$ cat config.mk
export PLATFORM = sky130hd
export DESIGN_NAME = median_of_25_network
export DESIGN_NICKNAME = d
export VERILOG_FILES = /design/src/rtl/mdn_pkg.sv /design/src/rtl/mdn_dp.sv /design/src/rtl/mdn_seq.sv /design/src/rtl/median_of_25_network.sv
export SDC_FILE = /design/constraint.sdc
export NUM_CORES = 1
export LEC_CHECK = 0
export BUFFER_PORTS_ARGS = -buffer_cell sky130_fd_sc_hd__buf_2
export CAP_MARGIN = 40
export CELL_PAD_IN_SITES_DETAIL_PLACEMENT = 1
export CELL_PAD_IN_SITES_GLOBAL_PLACEMENT = 2
export CORE_AREA = 2 2 313 315
export DETAILED_ROUTE_END_ITERATION = 12
export DIE_AREA = 0 0 315 317
export GPL_ROUTABILITY_DRIVEN = 0
export HOLD_SLACK_MARGIN = 0.15
export PLACE_DENSITY = 0.56
export SLEW_MARGIN = 10
export SYNTH_ARGS = -nofsm -noshare
export SYNTH_HDL_FRONTEND = slang
export SYNTH_HIERARCHICAL = 1
export SYNTH_SLANG_ARGS = --single-unit
$ cat constraint.sdc
create_clock -name clock -period 14.7 [get_ports clock]
set_input_delay 1.47 -clock clock [delete_from_list [all_inputs] [get_ports clock]]
set_output_delay 1.47 -clock clock [all_outputs]
set_load 0.05 [all_outputs]
$ cat src/rtl/mdn_pkg.sv
// ----------------------------------------------------------------------------
// mdn_pkg
// Shared types, constants and microcode table for the median-of-25 block.
// ----------------------------------------------------------------------------
package mdn_pkg;

   localparam int SAMPLE_WIDTH = 16;
   localparam int WINDOW_SIZE  = 25;
   localparam int ADDR_W       = 5;
   localparam int MID_POS      = 12;
   localparam int NET_PAIRS    = 120;
   localparam int PC_W         = 7;

   typedef logic [ADDR_W-1:0]              addr_type;
   typedef logic [PC_W-1:0]                pc_type;
   typedef logic signed [SAMPLE_WIDTH-1:0] sample_type;

   localparam addr_type LAST_SLOT = addr_type'(WINDOW_SIZE - 1);

   typedef enum logic [1:0] {
      OP_LOAD,
      OP_CX,
      OP_READ_MID,
      OP_EMIT
   } op_type;

   typedef struct packed {
      op_type   op;
      addr_type addr_a;
      addr_type addr_b;
   } uword_type;

   typedef enum logic [1:0] {
      PH_READ,
      PH_CMP,
      PH_SWAP
   } phase_type;

   typedef enum logic [1:0] {
      WSEL_SAMPLE,
      WSEL_RD_A,
      WSEL_RD_B
   } wsel_type;

   typedef struct packed {
      logic     we;
      addr_type waddr;
      wsel_type wsel;
      logic     rd_en;
      addr_type raddr_a;
      addr_type raddr_b;
      logic     emit;
   } dp_ctrl_type;

   typedef struct packed {
      logic swap;
      logic out_free;
   } seq_stat_type;

   // compare-exchange pairs {lo, hi} in network order
   localparam logic [2*ADDR_W-1:0] CX_PAIRS [NET_PAIRS] = '{
      {5'd1,5'd2},   {5'd3,5'd4},   {5'd5,5'd6},   {5'd7,5'd8},
      {5'd9,5'd10},  {5'd11,5'd12}, {5'd13,5'd14}, {5'd15,5'd16},
      {5'd17,5'd18}, {5'd19,5'd20}, {5'd21,5'd22}, {5'd23,5'd24},
      {5'd1,5'd3},   {5'd2,5'd4},   {5'd5,5'd7},   {5'd6,5'd8},
      {5'd9,5'd11},  {5'd10,5'd12}, {5'd13,5'd15}, {5'd14,5'd16},
      {5'd17,5'd19}, {5'd18,5'd20}, {5'd21,5'd23}, {5'd22,5'd24},
      {5'd2,5'd3},   {5'd6,5'd7},   {5'd10,5'd11}, {5'd14,5'd15},
      {5'd18,5'd19}, {5'd22,5'd23},
      {5'd1,5'd5},   {5'd2,5'd6},   {5'd3,5'd7},   {5'd4,5'd8},
      {5'd9,5'd13},  {5'd10,5'd14}, {5'd11,5'd15}, {5'd12,5'd16},
      {5'd17,5'd21}, {5'd18,5'd22}, {5'd19,5'd23}, {5'd20,5'd24},
      {5'd3,5'd5},   {5'd4,5'd6},   {5'd11,5'd13}, {5'd12,5'd14},
      {5'd19,5'd21}, {5'd20,5'd22},
      {5'd2,5'd3},   {5'd4,5'd5},   {5'd6,5'd7},   {5'd10,5'd11},
      {5'd12,5'd13}, {5'd14,5'd15}, {5'd18,5'd19}, {5'd20,5'd21},
      {5'd22,5'd23},
      {5'd0,5'd8},
      {5'd9,5'd17},  {5'd10,5'd18}, {5'd11,5'd19}, {5'd12,5'd20},
      {5'd13,5'd21}, {5'd14,5'd22}, {5'd15,5'd23}, {5'd16,5'd24},
      {5'd0,5'd4},
      {5'd13,5'd17}, {5'd14,5'd18}, {5'd15,5'd19}, {5'd16,5'd20},
      {5'd0,5'd2},   {5'd3,5'd5},   {5'd4,5'd6},
      {5'd11,5'd13}, {5'd12,5'd14}, {5'd15,5'd17}, {5'd16,5'd18},
      {5'd19,5'd21}, {5'd20,5'd22},
      {5'd0,5'd1},   {5'd2,5'd3},   {5'd4,5'd5},   {5'd6,5'd7},
      {5'd9,5'd10},  {5'd11,5'd12}, {5'd13,5'd14}, {5'd15,5'd16},
      {5'd17,5'd18}, {5'd19,5'd20}, {5'd21,5'd22},
      {5'd0,5'd16},  {5'd1,5'd17},  {5'd2,5'd18},  {5'd3,5'd19},
      {5'd4,5'd20},  {5'd5,5'd21},  {5'd6,5'd22},  {5'd7,5'd23},
      {5'd1,5'd9},   {5'd2,5'd10},  {5'd3,5'd11},  {5'd4,5'd12},
      {5'd5,5'd13},  {5'd6,5'd14},  {5'd7,5'd15},  {5'd8,5'd16},
      {5'd5,5'd9},   {5'd6,5'd10},  {5'd7,5'd11},  {5'd8,5'd12},
      {5'd13,5'd17}, {5'd14,5'd18}, {5'd15,5'd19}, {5'd16,5'd20},
      {5'd11,5'd13}, {5'd12,5'd14}, {5'd12,5'd13}, {5'd10,5'd12},
      {5'd8,5'd12}
   };

   // program: load, one step per pair, read middle entry, emit
   function automatic uword_type ucode_rom(input pc_type pc);
      uword_type w;
      pc_type    idx;
      w.op     = OP_LOAD;
      w.addr_a = '0;
      w.addr_b = '0;
      idx      = pc - pc_type'(1);
      if (pc == '0) begin
         w.op = OP_LOAD;
      end else if (pc <= pc_type'(NET_PAIRS)) begin
         w.op     = OP_CX;
         w.addr_a = CX_PAIRS[idx][2*ADDR_W-1:ADDR_W];
         w.addr_b = CX_PAIRS[idx][ADDR_W-1:0];
      end else if (pc == pc_type'(NET_PAIRS + 1)) begin
         w.op     = OP_READ_MID;
         w.addr_a = addr_type'(MID_POS);
      end else if (pc == pc_type'(NET_PAIRS + 2)) begin
         w.op = OP_EMIT;
      end
      return w;
   endfunction

endpackage

$ cat src/rtl/mdn_dp.sv
// ----------------------------------------------------------------------------
// mdn_dp
// Window store with one write and two registered read ports, plus comparator.
// ----------------------------------------------------------------------------
module mdn_dp (
   input  logic                      clock,
   input  mdn_pkg::sample_type       req_sample,
   input  mdn_pkg::dp_ctrl_type      ctrl,
   output logic                      swap,
   output mdn_pkg::sample_type       rd_a
);
   import mdn_pkg::*;

   sample_type mem [WINDOW_SIZE];
   sample_type rd_a_ff;
   sample_type rd_b_ff;
   sample_type wdata;

   always_comb begin
      case (ctrl.wsel)
         WSEL_SAMPLE: wdata = req_sample;
         WSEL_RD_A:   wdata = rd_a_ff;
         WSEL_RD_B:   wdata = rd_b_ff;
         default:     wdata = req_sample;
      endcase
   end

   always_ff @(posedge clock) begin
      if (ctrl.we) begin
         mem[ctrl.waddr] <= wdata;
      end
      if (ctrl.rd_en) begin
         rd_a_ff <= mem[ctrl.raddr_a];
         rd_b_ff <= mem[ctrl.raddr_b];
      end
   end

   // equal values stay put
   assign swap = (rd_a_ff > rd_b_ff);
   assign rd_a = rd_a_ff;

endmodule

$ cat src/rtl/mdn_seq.sv
// ----------------------------------------------------------------------------
// mdn_seq
// Microcode sequencer: step counter, sub-step phase and load count.
// ----------------------------------------------------------------------------
module mdn_seq (
   input  logic                      clock,
   input  logic                      reset,
   input  logic                      req_valid,
   output logic                      req_ready,
   input  mdn_pkg::seq_stat_type     stat,
   output mdn_pkg::dp_ctrl_type      ctrl
);
   import mdn_pkg::*;

   pc_type    pc_ff, pc_in;
   phase_type phase_ff, phase_in;
   addr_type  count_ff, count_in;
   uword_type uw;

   assign uw = ucode_rom(pc_ff);

   always_ff @(posedge clock) begin
      if (reset) begin
         pc_ff    <= '0;
         phase_ff <= PH_READ;
         count_ff <= '0;
      end else begin
         pc_ff    <= pc_in;
         phase_ff <= phase_in;
         count_ff <= count_in;
      end
   end

   always_comb begin
      pc_in        = pc_ff;
      phase_in     = phase_ff;
      count_in     = count_ff;
      req_ready    = 1'b0;
      ctrl.we      = 1'b0;
      ctrl.waddr   = uw.addr_a;
      ctrl.wsel    = WSEL_SAMPLE;
      ctrl.rd_en   = 1'b0;
      ctrl.raddr_a = uw.addr_a;
      ctrl.raddr_b = uw.addr_b;
      ctrl.emit    = 1'b0;
      case (uw.op)
         OP_LOAD: begin
            req_ready  = 1'b1;
            ctrl.waddr = count_ff;
            if (req_valid) begin
               ctrl.we = 1'b1;
               if (count_ff == LAST_SLOT) begin
                  count_in = '0;
                  pc_in    = pc_ff + pc_type'(1);
               end else begin
                  count_in = count_ff + addr_type'(1);
               end
            end
         end
         OP_CX: begin
            case (phase_ff)
               PH_READ: begin
                  ctrl.rd_en = 1'b1;
                  phase_in   = PH_CMP;
               end
               PH_CMP: begin
                  // no swap: skip both writes
                  if (stat.swap) begin
                     ctrl.we    = 1'b1;
                     ctrl.waddr = uw.addr_a;
                     ctrl.wsel  = WSEL_RD_B;
                     phase_in   = PH_SWAP;
                  end else begin
                     phase_in = PH_READ;
                     pc_in    = pc_ff + pc_type'(1);
                  end
               end
               PH_SWAP: begin
                  ctrl.we    = 1'b1;
                  ctrl.waddr = uw.addr_b;
                  ctrl.wsel  = WSEL_RD_A;
                  phase_in   = PH_READ;
                  pc_in      = pc_ff + pc_type'(1);
               end
               default: begin
                  phase_in = PH_READ;
               end
            endcase
         end
         OP_READ_MID: begin
            ctrl.rd_en = 1'b1;
            pc_in      = pc_ff + pc_type'(1);
         end
         OP_EMIT: begin
            if (stat.out_free) begin
               ctrl.emit = 1'b1;
               pc_in     = '0;
            end
         end
         default: begin
            pc_in = '0;
         end
      endcase
   end

endmodule

$ cat src/rtl/median_of_25_network.sv
// ----------------------------------------------------------------------------
// median_of_25_network
// Median of each group of 25 signed samples by a sequenced compare-exchange
// network over a small window store.
// ----------------------------------------------------------------------------
//  channel | direction | handshake             | payload
//  req     | in        | req_valid / req_ready | req_sample  (16b signed)
//  rsp     | out       | rsp_valid / rsp_ready | rsp_median  (16b signed)
//
//  Samples are taken only while the sequencer loads. After the 25th, it runs 120
//  compare-exchange steps (read, compare, and two writes when the pair swaps),
//  then reads the middle entry and emits it; no samples are taken meanwhile.
//  The single-write window store is why a swap needs two write phases.
//  Synchronous reset clears the step counter, load count and output valid.
//  A result still waiting at the next emit step holds that step, and with it
//  the loads of the following window, until the receiver takes it.
// ----------------------------------------------------------------------------
module median_of_25_network (
   input  logic                      clock,
   input  logic                      reset,
   input  logic                      req_valid,
   output logic                      req_ready,
   input  logic signed [mdn_pkg::SAMPLE_WIDTH-1:0] req_sample,
   output logic                      rsp_valid,
   input  logic                      rsp_ready,
   output logic signed [mdn_pkg::SAMPLE_WIDTH-1:0] rsp_median
);
   import mdn_pkg::*;

   dp_ctrl_type  ctrl;
   seq_stat_type stat;
   logic         swap;
   sample_type   rd_a;
   logic         rsp_valid_ff;
   sample_type   rsp_median_ff;

   assign stat.swap     = swap;
   assign stat.out_free = !rsp_valid_ff || rsp_ready;

   mdn_seq u_seq (
      .clock     (clock),
      .reset     (reset),
      .req_valid (req_valid),
      .req_ready (req_ready),
      .stat      (stat),
      .ctrl      (ctrl)
   );

   mdn_dp u_dp (
      .clock      (clock),
      .req_sample (req_sample),
      .ctrl       (ctrl),
      .swap       (swap),
      .rd_a       (rd_a)
   );

   always_ff @(posedge clock) begin
      if (reset) begin
         rsp_valid_ff <= 1'b0;
      end else if (ctrl.emit) begin
         rsp_valid_ff <= 1'b1;
      end else if (rsp_ready) begin
         rsp_valid_ff <= 1'b0;
      end
   end

   always_ff @(posedge clock) begin
      if (ctrl.emit) begin
         rsp_median_ff <= rd_a;
      end
   end

   assign rsp_valid  = rsp_valid_ff;
   assign rsp_median = rsp_median_ff;

endmodule

==> impl_metrics.env <==
export IMPL_grt_pass1_wl_mm=113
export IMPL_fin_nets=1653
export IMPL_hold_path_class="reg -> reg"
export IMPL_ant_nets=0
export IMPL_grt_start_max_net_pins=97
export IMPL_synth_area_um2=24000
export IMPL_hold_viol_final=0
export IMPL_die_w_um=315
export IMPL_worstHoldStart="u_seq/phase_ff[0]$_SDFFE_PP0P_"
export IMPL_vias=14900
export IMPL_final_cell_area_um2=27700
export IMPL_postCtsResizedCells=0
export IMPL_arrival_ns=7.48
export IMPL_worstPathRequired_ns=15.01
export IMPL_drive_gt1_share_pct=26.6
export IMPL_numCtsBuffers=51
export IMPL_drt_wirelength_per_cell_um=26.5
export IMPL_die_h_um=317
export IMPL_first_iter_violations=1252
export IMPL_cts_max_level=2
export IMPL_tns_ns=0
export IMPL_rsz0062_at_grt="false"
export IMPL_grt_usage_pct=15.4
export IMPL_io_buffer_count=37
export IMPL_holdPathStages=2
export IMPL_worstSetupPathType="reg -> reg"
export IMPL_tightest_slew_ns=1.12
export IMPL_clock_root_buffer="clkbuf_16"
export IMPL_fin_crit_sh_pct=48.7
export IMPL_dp_hpwl_mm=49.2
export IMPL_setup_viol=0
export IMPL_path_clk_slew_ns=0.07
export IMPL_end_kind="flip-flop"
export IMPL_cts_sinks=463
export IMPL_drc=0
export IMPL_synthDistinctLibCells=75
export IMPL_synth_commonest_cells="448 x edfxtp_1, 193 x mux4_2, 99 x nand2_1"
export IMPL_cts_tree="yes"
export IMPL_grt_antenna_before_repair=0
export IMPL_core_area_um2=96300
export IMPL_syn2layout_area_growth_pct=15.6
export IMPL_clk_latency_ns=0.61
export IMPL_fmax_ghz=0.140
export IMPL_synthFlopType="edfxtp_1"
export IMPL_yosysMostFrequentCell="edfxtp_1"
export IMPL_post_synth_top_area_fraction_pct=56.2
export IMPL_placed_area_um2=26000
export IMPL_ys_seq_area_share_pct=57.4
export IMPL_maxCapViolCount=0
export IMPL_dr_pass1_iters=5
export IMPL_synth_edff_count=448
export IMPL_layout_min_cycle_time_ns=7.16
export IMPL_async_reset_ff_share_pct=0
export IMPL_grt_pass1_vias=15700
export IMPL_synth_area_leaders="edfxtp_1 56%, mux4_2 18%, mux2i_1 3.9%"
export IMPL_yosys_warnings=6
export IMPL_postSynthAreaPerCell_um2=15.3
export IMPL_fin_skew_ns=0.0215
export IMPL_routed_wl_mm=77.1
export IMPL_cts_hold_buf=0
export IMPL_io_pins=38
export IMPL_initial_core_util_pct=24.9
export IMPL_overflow=0
export IMPL_row_count=114
export IMPL_yosys_area_top_type="edfxtp_1"
export IMPL_syn_num_nets=1626
export IMPL_status="finished clean"
export IMPL_hold_path_end="u_seq/phase_ff[0]$_SDFFE_PP0P_"
export IMPL_synth_cells=1566
export IMPL_regToRegStartpoint="u_seq/pc_ff[1]$_SDFFE_PP0P_"
export IMPL_power_leakage_nw=8.30
export IMPL_postCtsSetupBuffers=0
export IMPL_finalMaxSlewViolations=0
export IMPL_regToRegSetupSlack_ns=7.54
export IMPL_finalPower_mw=2.81
export IMPL_p_per_area_nw_per_um2=101
export IMPL_slew_headroom_pct=25.3
export IMPL_ys_ff_latch=463
export IMPL_cts_buffer_depth=3
export IMPL_critPathMaxFanout=46
export IMPL_vias_per_cell=5.11
export IMPL_peakVddDrop_v=0.0000825
export IMPL_start_kind="flip-flop"
export IMPL_design_die_area_um2=99900
export IMPL_reg2regPathDepth=17
export IMPL_rr_endpoint="u_dp/rd_b_ff[3]$_DFFE_PP_"
==> placed cells by master, fill, tap and decap left out, drive strengths merged, types with 16 or more instances in the layout <==
cell | synthesis | routed
nor2 | 68 | 68
o22ai | 38 | 38
clkinv | 1 | 26
o21ai | 76 | 76
nand3 | 19 | 19
nor3 | 21 | 21
a21o | 33 | 33
a21oi | 41 | 41
mux4 | 193 | 193
edfxtp | 448 | 448
a22oi | 19 | 19
buf | 61 | 101
nand2 | 100 | 100
mux2i | 93 | 93
inv | 34 | 36
clkbuf | 66 | 59
xnor2 | 16 | 16
ha | 40 | 40
==> how the worst max path moves through the flow <==
stage,cells after the start,to,startpoint,slack (ns)
after floorplan,18,u_dp/mem[24][0]$_DFFE_PP_,u_seq/pc_ff[0]$_SDFFE_PP0P_,8.89
after global placement,17,u_dp/rd_b_ff[3]$_DFFE_PP_,u_seq/pc_ff[1]$_SDFFE_PP0P_,7.76
after detailed placement,17,u_dp/rd_b_ff[3]$_DFFE_PP_,u_seq/pc_ff[1]$_SDFFE_PP0P_,7.65
after CTS,17,u_dp/rd_b_ff[3]$_DFFE_PP_,u_seq/pc_ff[1]$_SDFFE_PP0P_,7.62
after global routing,17,u_dp/rd_b_ff[3]$_DFFE_PP_,u_seq/pc_ff[1]$_SDFFE_PP0P_,7.11
final,17,u_dp/rd_b_ff[3]$_DFFE_PP_,u_seq/pc_ff[1]$_SDFFE_PP0P_,7.54
==> cells by family after synthesis <==
group,share of synthesized area [%]
and+or+nand+nor,5.82
muxes,22.6
DFF,57.4
buffers and inverters,3.17
xor gates and xnor gates,0.763
adders and majority gates,2.09
AOI/OAI and AO/OA,8.14
==> metal layers <==
| layer | global-route usage, % | vias to the layer above | part of all wire [%] |
|---|---|---|---|
| met3 | 2.46 | 76 | 5.2 |
| li1 | - | 6410 | - |
| met5 | 0 | - | 0 |
| met4 | 3.08 | 0 | 1.6 |
| met1 | 21.5 | 7970 | 45 |
| met2 | 25.2 | 396 | 48 |
==> flip-flops by register name (all words and copies together), names as in the netlist <==
name and flops:
rsp_median 16, rsp_valid 1, u_dp/mem 400, u_dp/rd_a 16, u_dp/rd_b_ff 16, u_seq/count_ff 5, u_seq/pc_ff 7, u_seq/phase_ff 2
==> metrics by stage <==
step / cells / util (%) / setup slack, ns / hold WS (ns)
2_1_floorplan: 1566 / - / 8.89 / 0.448
4_1_cts: 2906 / 28.7 / 7.62 / 0.483
3_3_place_gp: 2805 / 26.8 / 7.76 / 0.464
6_report: 2908 / 28.8 / 7.54 / 0.480
3_5_place_dp: 2815 / 27.0 / 7.65 / 0.472
5_1_grt: 2907 / 28.8 / 7.11 / 0.527
==> layout make-up <==
cell class,count,area [um2]
Clock inverter,32,309
Fill cell,10200,68600
Multi-Input combinational cell,941,9690
Clock buffer,59,1330
Sequential cell,463,13800
Antenna cell,1,2.50
Inverter,35,131
Timing Repair Buffer,101,883
Tap cell,1276,1600
==> report_power, final <==
group          internal, mW  total [mW]  leakage (nW)  switching (mW)
Combinational        0.0280      0.0812          3.35          0.0532
Sequential             1.46        1.46          4.16         0.00402
Clock                 0.720        1.26         0.798           0.545
==> worst max-delay path, cell delays in order (launching register included) <==
cell and delay [ns]:
dfxtp_1 0.84, clkinv_1 0.53, ha_1 0.54, inv_1 0.20, ha_1 0.14, buf_4 0.40
nor2b_1 0.17, a2111oi_0 0.58, a211oi_1 0.16, a211oi_1 0.29, nor3_1 0.15, nor4_2 0.26
buf_4 0.50, buf_4 0.74, mux4_2 0.40, mux2_2 0.30, o22ai_1 0.37, a21oi_1 0.15
Power figures use the tool's default switching activity.
